==> config.mk <==
export PLATFORM = sky130hd
export DESIGN_NAME = rle_line_validator_top
export DESIGN_NICKNAME = d
export VERILOG_FILES = /design/src/hw/rtl/rlv_pkg.sv /design/src/hw/rtl/rlv_cfg.sv /design/src/hw/rtl/rlv_step.sv /design/src/hw/rtl/rle_line_validator_top.sv
export SDC_FILE = /design/constraint.sdc
export NUM_CORES = 1
export LEC_CHECK = 0
export BUFFER_PORTS_ARGS = -buffer_cell sky130_fd_sc_hd__buf_2
export CAP_MARGIN = 20
export CORE_MARGIN = 8
export CORE_UTILIZATION = 40
export DETAILED_ROUTE_END_ITERATION = 6
export PLACE_DENSITY_LB_ADDON = 0.25
export SLEW_MARGIN = 20
export SYNTH_ARGS = -nofsm -noshare
export SYNTH_HDL_FRONTEND = slang
export SYNTH_SLANG_ARGS = --single-unit
==> constraint.sdc <==
create_clock -name clk -period 4.9 [get_ports clk]
set_input_delay 0 -clock clk [delete_from_list [all_inputs] [get_ports clk]]
set_output_delay 0 -clock clk [all_outputs]
set_load 0.03 [all_outputs]
==> src/hw/rtl/rlv_pkg.sv <==
`timescale 1ns / 1ps
// ----------------------------------------------------------------------------
// rlv_pkg
// Types and constants shared by the run-length line validator modules.
// ----------------------------------------------------------------------------
package rlv_pkg;

    localparam int RUN_W  = 16;
    localparam int SUM_W  = 17;
    localparam int CODE_W = 3;
    localparam int PADDR_W = 3;

    localparam logic [RUN_W-1:0] ESCAPE_RUN = 16'd32767;
    localparam logic [SUM_W-1:0] SUM_MAX    = 17'h1FFFF;

    // Line walk phase codes
    localparam logic [1:0] PH_FIRST = 2'd0;
    localparam logic [1:0] PH_WALK  = 2'd1;
    localparam logic [1:0] PH_TRAIL = 2'd2;
    localparam logic [1:0] PH_DONE  = 2'd3;

    // Verdict codes
    localparam logic [CODE_W-1:0] ERR_NONE      = 3'd0;
    localparam logic [CODE_W-1:0] ERR_EVEN      = 3'd1;
    localparam logic [CODE_W-1:0] ERR_ZERO_RUN  = 3'd2;
    localparam logic [CODE_W-1:0] ERR_PIXELS    = 3'd3;
    localparam logic [CODE_W-1:0] ERR_TRAIL     = 3'd4;
    localparam logic [CODE_W-1:0] ERR_SIZE      = 3'd5;
    localparam logic [CODE_W-1:0] ERR_SHORT     = 3'd6;

    // Register index
    localparam logic REG_LINE_WIDTH = 1'b0;

    typedef struct packed {
        logic [RUN_W-1:0] run_length;
        logic             last_word;
    } rlv_word_t;

    typedef struct packed {
        logic              line_ok;
        logic [CODE_W-1:0] error_code;
    } rlv_verdict_t;

    typedef struct packed {
        logic [SUM_W-1:0]  pixel_sum;
        logic [RUN_W-1:0]  prev_run;
        logic [1:0]        phase;
        logic              walk_index_odd;
        logic              word_count_odd;
        logic [CODE_W-1:0] first_error;
    } rlv_state_t;

    localparam rlv_state_t STATE_CLEAR = '{
        pixel_sum:      '0,
        prev_run:       '0,
        phase:          PH_FIRST,
        walk_index_odd: 1'b0,
        word_count_odd: 1'b0,
        first_error:    ERR_NONE
    };

endpackage

==> src/hw/rtl/rlv_cfg.sv <==
`timescale 1ns / 1ps
// ----------------------------------------------------------------------------
// rlv_cfg
// APB register file holding the expected line width.
// ----------------------------------------------------------------------------
module rlv_cfg
    import rlv_pkg::*;
(
    input  logic               clk,
    input  logic               rst_n,
    input  logic               psel,
    input  logic               penable,
    input  logic               pwrite,
    input  logic [PADDR_W-1:0] paddr,
    input  logic [31:0]        pwdata,
    output logic [31:0]        prdata,
    output logic               pready,
    output logic [RUN_W-1:0]   line_width
);

    logic [RUN_W-1:0] line_width_reg;
    logic [RUN_W-1:0] line_width_next;
    logic             hit;

    // Register index is the address above the byte offset
    assign hit = (paddr[2] == REG_LINE_WIDTH);

    always_comb
    begin
        line_width_next = line_width_reg;
        if (psel && penable && pwrite && hit)
        begin
            line_width_next = pwdata[RUN_W-1:0];
        end
    end

    always_ff @(posedge clk or negedge rst_n)
    begin
        if (!rst_n)
        begin
            line_width_reg <= '0;
        end
        else
        begin
            line_width_reg <= line_width_next;
        end
    end

    assign prdata     = hit ? {16'd0, line_width_reg} : 32'd0;
    assign pready     = 1'b1;
    assign line_width = line_width_reg;

endmodule

==> src/hw/rtl/rlv_step.sv <==
`timescale 1ns / 1ps
// ----------------------------------------------------------------------------
// rlv_step
// Next-state and verdict logic for one run word of the line walk.
// ----------------------------------------------------------------------------
module rlv_step
    import rlv_pkg::*;
(
    input  rlv_state_t       cur,
    input  rlv_word_t        word,
    input  logic [RUN_W-1:0] width,
    output rlv_state_t       nxt,
    output logic             verdict_valid,
    output rlv_verdict_t     verdict
);

    logic [SUM_W:0]      sum_wide;
    logic [SUM_W-1:0]    sum_sat;
    logic [SUM_W-1:0]    width_ext;
    logic                run_zero;
    rlv_state_t          walk;
    logic [CODE_W-1:0]   rec_code;
    logic                do_check;
    logic                wio_new;
    logic [CODE_W-1:0]   code;

    assign sum_wide  = {1'b0, cur.pixel_sum} + {2'b00, word.run_length};
    assign sum_sat   = sum_wide[SUM_W] ? SUM_MAX : sum_wide[SUM_W-1:0];
    assign width_ext = {1'b0, width};
    assign run_zero  = (word.run_length == '0);

    always_comb
    begin
        walk     = cur;
        rec_code = ERR_NONE;
        do_check = 1'b0;
        wio_new  = cur.walk_index_odd;

        unique case (cur.phase)
            PH_FIRST:
            begin
                walk.pixel_sum = sum_sat;
                wio_new        = 1'b1;
                do_check       = 1'b1;
            end
            PH_WALK:
            begin
                // a zero run is only legal right after an escape word
                if (run_zero && (cur.prev_run != ESCAPE_RUN))
                begin
                    rec_code = ERR_ZERO_RUN;
                end
                else
                begin
                    walk.pixel_sum = sum_sat;
                    wio_new        = ~cur.walk_index_odd;
                    do_check       = 1'b1;
                end
            end
            PH_TRAIL:
            begin
                if (!run_zero)
                begin
                    rec_code = ERR_TRAIL;
                end
                else
                begin
                    walk.phase = PH_DONE;
                end
            end
            PH_DONE:
            begin
                rec_code = ERR_SIZE;
            end
        endcase

        walk.walk_index_odd = wio_new;

        if (do_check)
        begin
            priority if (sum_sat < width_ext)
            begin
                walk.phase = PH_WALK;
            end
            else if (sum_sat != width_ext)
            begin
                rec_code = ERR_PIXELS;
            end
            else
            begin
                walk.phase = wio_new ? PH_DONE : PH_TRAIL;
            end
        end

        // keep the first error only, and close the walk
        if (rec_code != ERR_NONE)
        begin
            if (cur.first_error == ERR_NONE)
            begin
                walk.first_error = rec_code;
            end
            walk.phase = PH_DONE;
        end

        walk.prev_run       = word.run_length;
        walk.word_count_odd = ~cur.word_count_odd;

        priority if (!walk.word_count_odd)
        begin
            code = ERR_EVEN;
        end
        else if (walk.first_error != ERR_NONE)
        begin
            code = walk.first_error;
        end
        else if (walk.phase == PH_DONE)
        begin
            code = ERR_NONE;
        end
        else if (walk.phase == PH_TRAIL)
        begin
            code = ERR_SIZE;
        end
        else
        begin
            code = ERR_SHORT;
        end

        verdict_valid      = word.last_word;
        verdict.line_ok    = (code == ERR_NONE);
        verdict.error_code = code;
        nxt                = word.last_word ? STATE_CLEAR : walk;
    end

endmodule

==> src/hw/rtl/rle_line_validator_top.sv <==
`timescale 1ns / 1ps
// ----------------------------------------------------------------------------
// rle_line_validator_top
// Validates one run-length coded bilevel line and reports one verdict per line.
// ----------------------------------------------------------------------------
// Run words enter on the word channel, one transfer per clock at full rate;
// each word is captured in an input register, walked through a single short
// step (one 17-bit saturating add, one compare against the line width, and a
// phase update), and the verdict for a word marked last is registered into the
// result register when the step processes it. Throughput is one word per cycle,
// limited only by the verdict channel: the input register can still take one word
// while a finished verdict waits, and stall backs up only when both the input
// register and the result register are occupied and the verdict is stalled.
// Words that are not marked last produce no verdict. The line width is
// programmed over APB at byte address 0 and is clamped to MAX_LINE_WIDTH;
// write it only while no line is in flight. Verdict codes: 0 ok, 1 even word
// count, 2 inward zero run, 3 pixel count mismatch, 4 trailing run nonzero,
// 5 size mismatch, 6 line too short; line_ok is high exactly for code 0.
// ----------------------------------------------------------------------------
module rle_line_validator_top
    import rlv_pkg::*;
#(
    parameter int MAX_LINE_WIDTH = 65535
)
(
    input  logic               clk,
    input  logic               rst_n,
    // run word channel
    input  logic               word_valid,
    output logic               word_stall,
    input  rlv_word_t          word,
    // verdict channel
    output logic               verdict_valid,
    input  logic               verdict_stall,
    output rlv_verdict_t       verdict,
    // configuration port
    input  logic               psel,
    input  logic               penable,
    input  logic               pwrite,
    input  logic [PADDR_W-1:0] paddr,
    input  logic [31:0]        pwdata,
    output logic [31:0]        prdata,
    output logic               pready
);

    localparam logic [RUN_W-1:0] MAX_WIDTH = RUN_W'(MAX_LINE_WIDTH);

    logic [RUN_W-1:0] line_width;
    logic [RUN_W-1:0] width_eff;

    // input register
    logic             in_valid_reg;
    logic             in_valid_next;
    rlv_word_t        in_word_reg;

    // line walk state
    rlv_state_t       state_reg;
    rlv_state_t       state_next;
    rlv_state_t       step_state;

    // result register
    logic             out_valid_reg;
    logic             out_valid_next;
    rlv_verdict_t     out_verdict_reg;

    logic             step_valid;
    rlv_verdict_t     step_verdict;
    logic             advance;
    logic             process;
    logic             word_xfer;

    rlv_cfg u_cfg (
        .clk        (clk),
        .rst_n      (rst_n),
        .psel       (psel),
        .penable    (penable),
        .pwrite     (pwrite),
        .paddr      (paddr),
        .pwdata     (pwdata),
        .prdata     (prdata),
        .pready     (pready),
        .line_width (line_width)
    );

    // clamp the programmed width to the supported maximum
    assign width_eff = (line_width > MAX_WIDTH) ? MAX_WIDTH : line_width;

    rlv_step u_step (
        .cur           (state_reg),
        .word          (in_word_reg),
        .width         (width_eff),
        .nxt           (step_state),
        .verdict_valid (step_valid),
        .verdict       (step_verdict)
    );

    // The result register can take a new verdict when empty or being drained.
    assign advance    = !out_valid_reg || !verdict_stall;
    // Consume the buffered word whenever the result side can move.
    assign process    = in_valid_reg && advance;
    // Stall the word channel only when the buffered word cannot move on.
    assign word_stall = in_valid_reg && !advance;
    assign word_xfer  = word_valid && !word_stall;

    always_comb
    begin
        in_valid_next  = word_xfer || (in_valid_reg && !advance);
        state_next     = process ? step_state : state_reg;
        out_valid_next = process ? step_valid : (out_valid_reg && verdict_stall);
    end

    always_ff @(posedge clk or negedge rst_n)
    begin
        if (!rst_n)
        begin
            in_valid_reg  <= 1'b0;
            out_valid_reg <= 1'b0;
            state_reg     <= STATE_CLEAR;
        end
        else
        begin
            in_valid_reg  <= in_valid_next;
            out_valid_reg <= out_valid_next;
            state_reg     <= state_next;
        end
    end

    // payload registers: load on transfer, hold otherwise
    always_ff @(posedge clk)
    begin
        if (word_xfer)
        begin
            in_word_reg <= word;
        end
        if (process && step_valid)
        begin
            out_verdict_reg <= step_verdict;
        end
    end

    assign verdict_valid = out_valid_reg;
    assign verdict       = out_verdict_reg;

    // ------------------------------------------------------------------------
    // Assertions
    // ------------------------------------------------------------------------

    // line_ok must agree with the code in every delivered verdict
    a_ok_matches_code: assert property (@(posedge clk) disable iff (!rst_n)
        verdict_valid |-> (verdict.line_ok == (verdict.error_code == ERR_NONE)))
        else $error("line_ok disagrees with error_code");

    // a word marked last leaves the walk state cleared
    a_clear_after_last: assert property (@(posedge clk) disable iff (!rst_n)
        (process && in_word_reg.last_word) |=>
            (state_reg.phase == PH_FIRST && state_reg.pixel_sum == '0
             && state_reg.first_error == ERR_NONE && !state_reg.word_count_odd))
        else $error("walk state not cleared after line end");

    // a processed last word must show up as a verdict in the next cycle
    a_verdict_follows: assert property (@(posedge clk) disable iff (!rst_n)
        (process && in_word_reg.last_word) |=> verdict_valid)
        else $error("verdict missing after last word");

    // stall is raised only with a word held that cannot advance
    a_stall_cause: assert property (@(posedge clk) disable iff (!rst_n)
        word_stall |-> (in_valid_reg && verdict_valid && verdict_stall))
        else $error("word channel stalled without cause");

endmodule

==> results.json <==
{
  "status": "finished clean",
  "fp.coreArea_mm2": 0.0113,
  "p_leak_nw": 2.75,
  "grt_pass1_wl_mm": 18.6,
  "crit_required_ps": 5080,
  "rows": 39,
  "clock-skew-final_ps": 8.60,
  "yosys_register_bits": 79,
  "cp_cell_sequence": "ha_1, inv_1, fa_1, nand2b_1, a21oi_1, o41a_4, a221oi_4, o21ai_1, xnor2_1, nand2_1, ha_1, a21o_1, a221o_1, a31oi_1, o31ai_2, nand2_1, a31oi_1, or4_1, a21oi_1",
  "grt_start_max_net_pins": 59,
  "nNetsFinal": 657,
  "synth_flop_cell": "dfrtp_1",
  "drv_cap": 0,
  "startpoint_type": "flip-flop",
  "p_int_mw": 1.92,
  "finish.instance_area_mm2": 0.00575,
  "via_count": 3714,
  "maxSlewHeadroom": 0.378,
  "firstDrtPassIters": 4,
  "via_per_inst": 5.21,
  "power.net_switching_mw": 1.18,
  "grt.overflow.total": 0,
  "pwr-share-seq": 0.302,
  "max_freq_mhz": 216,
  "worst_pin_slew_ps": 930,
  "synthCells": 466,
  "path_buf_inv": 1,
  "clkPwrFrac": 0.250,
  "async_reset_ff_frac": 0.734,
  "pwr-share-comb": 0.448,
  "die-area_mm2": 0.0152,
  "swShare": 0.382,
  "cpMaxStageDelayCell": "or4_1",
  "setup_ws_ps": 268,
  "clk_pin_slew_ps": 60,
  "ios": 98,
  "slowest_delay_ps": 530,
  "cp_max_fo": 5,
  "pwr_density_cell_mw_per_mm2": 539,
  "dr.first_iter.drc_count": 214,
  "grtUsageTotal": 0.157,
  "crit_cells": 19,
  "fin_crit_ps": 4630,
  "cts_tree": "done",
  "cts_num_sinks": 79,
  "synthesis.area_mm2": 0.00459,
  "worstPathArrival_ps": 4810,
  "cts_made_buffers": 9,
  "hp-class": "in -> async",
  "areaGrowthSynthToFinish_pct": 25.3,
  "setup_viol": 0,
  "dp_hpwl_mm": 8.45,
  "crit_type": "reg -> reg",
  "min_period_over_period": 0.945,
  "cts_root_buf": "clkbuf_16",
  "hold_viol": 0,
  "setup_tns_ps": 0,
  "rsz0062_at_grt": "no",
  "yosysTopAreaCell": "dfrtp_1",
  "netlist_top_cells_area": "dfrtp_1, edfxtp_1, ha_1",
  "grt_antenna_before_repair": 0,
  "r2r_setup_slack_ps": 270,
  "dp_slack_ps": 120,
  "syn_avg_cell_area_um2": 9.85,
  "finalMaxSlewViolations": 0,
  "synth_seq_area_share": 0.454,
  "grt_pass1_vias": 3784,
  "ant_nets": 0,
  "yosysTopAreaCellShare": 0.316,
  "worst_path_dominant_cell_family": "compound AO/OA/AOI/OAI gates",
  "h-tree-depth": 3,
  "drive_gt1_frac": 0.195,
  "clock_path_buffers": 2,
  "wire_per_inst_um": 16.2,
  "synth_edf_count": 21,
  "finalWirelength_mm": 11.5,
  "diodes": 0,
  "die_h_um": 123,
  "drcViolationCount": 0,
  "clock_latency_ps": 340,
  "ir_drop_mv": 0.334,
  "gp_congestion": 0.878,
  "ys.warnings.count": 0,
  "port-buffer-count": 62,
  "fp.dieW_um": 123,
  "rr_worst_depth": 19,
  "synth.distinct_cells": 59,
  "largest_reg_flops": 40,
  "critPathCaptureType": "flip-flop",
  "start_util": 0.405,
  "place_area_mm2": 0.00499
}
-- layout make-up --
cell class              instances  area (um2)
clock buffers                  12         279
multi-input cells             349        2340
clock inverters                 4        73.8
repair buffers                103         711
fillers                      1057        5570
well taps                     143         179
inverters                      23        86.3
flip-flops and latches         79        2080
-- layer usage --
layer	global-route usage	up-vias	routed length, um
met5	0	-	0
met1	0.196	1758	5400
li1	-	1837	-
met2	0.264	113	5420
met4	0.0497	0	80
met3	0.0384	6	655
-- cell families (layout without fill, tap and decap cells) --
| group | after synthesis | after routing | share of synthesized area |
|---|---|---|---|
| AND/OR/NAND/NOR | 180 | 180 | 0.192 |
| AO/OA/AOI/OAI | 87 | 87 | 0.132 |
| flip-flops | 79 | 79 | 0.454 |
| buffers and inverters | 53 | 142 | 0.0575 |
| adder cells (fa/ha/maj) | 33 | 33 | 0.0916 |
| multiplexers | 18 | 18 | 0.0447 |
| XOR/XNOR | 14 | 14 | 0.0267 |
| other | 2 | 17 | 0.00164 |
-- cells in the mapped netlist, drive strengths merged, types with 6 or more instances --
cell    instances
a22o           13
edfxtp         21
nand4           9
clkbuf         11
nand3b         16
o21ai          18
nand3           6
xor2            8
nor2           37
nor4            8
mux2           17
nand2          74
a21oi          22
ha             32
inv            23
nand2b          6
dfrtp          58
xnor2           6
buf            19
-- worst paths after layout --
| check | to | from |
|---|---|---|
| min reg2reg | state_reg[22]$_DFFE_PN0P_ | state_reg[22]$_DFFE_PN0P_ |
| max in group asynchronous | u_cfg.line_width[10]$_DFFE_PN0P_ | rst_n |
| min | state_reg[15]$_DFFE_PN0P_ | rst_n |
| max | verdict[2]$_DFFE_PP_ | in_word_reg[1]$_DFFE_PP_ |
| min in group clk | in_word_reg[4]$_DFFE_PP_ | word[4] |
| max reg2reg | verdict[2]$_DFFE_PP_ | in_word_reg[1]$_DFFE_PP_ |
-- repair_timing --
item | CTS | global route
setup endpoints to repair | 0 | 1
buffers inserted | 0 | 0
hold buffers | 37 | 0
gates resized for setup | 0 | 4
hold endpoints to repair | 93 | 0
-- power groups by stage --
stage                     combinational, mW  sequential (mW)  clock (mW)
after floorplan                        1.01            0.921           0
after global placement                 1.29            0.941           0
after detailed placement               1.33            0.945           0
after CTS                              1.36            0.934       0.793
after global routing                   1.55            0.954       0.815
final                                  1.39            0.935       0.773
-- cell usage in the layout, fill, tap and decap left out, types with 2 or more instances in the layout --
cell type / instances
and2_1: 5
mux2_2: 17
nand4b_1: 2
dlygate4sd3_1: 37
nand4_1: 9
nor3_1: 4
o211ai_1: 3
clkbuf_16: 11
conb_1: 17
inv_1: 23
buf_4: 4
a211oi_1: 2
buf_2: 62
a31oi_1: 3
o31ai_1: 2
xnor2_1: 6
ha_1: 32
a21oi_1: 22
bufinv_16: 2
a22oi_1: 3
nor2_1: 37
edfxtp_1: 21
or2_2: 3
o21ai_0: 15
a21o_1: 5
dfrtp_1: 58
o21ai_1: 2
xor2_1: 8
a22o_1: 13
nor4_1: 8
nand2b_1: 6
nand2_1: 73
or4_1: 2
nand3_1: 6
nand3b_1: 16
-- through the flow --
| step | cells | total power [mW] | hold slack, ps | util |
|---|---|---|---|---|
| 2_1_floorplan | 481 | 1.94 | -296 | - |
| 3_3_place_gp | 660 | 2.23 | 176 | 0.441 |
| 3_5_place_dp | 660 | 2.28 | 178 | 0.441 |
| 4_1_cts | 713 | 3.09 | 356 | 0.505 |
| 5_1_grt | 713 | 3.32 | 368 | 0.508 |
| 6_report | 713 | 3.10 | 356 | 0.508 |
-- worst reg2reg max path, cell delays in order (launching register included) --
cell	delay (ps)
edfxtp_1	420
ha_1	230
inv_1	70
fa_1	200
nand2b_1	140
a21oi_1	100
o41a_4	490
a221oi_4	290
o21ai_1	120
xnor2_1	150
nand2_1	100
ha_1	320
a21o_1	190
a221o_1	350
a31oi_1	190
o31ai_2	160
nand2_1	130
a31oi_1	110
or4_1	530
a21oi_1	180
Note: power is estimated with default switching activity, not from simulation.
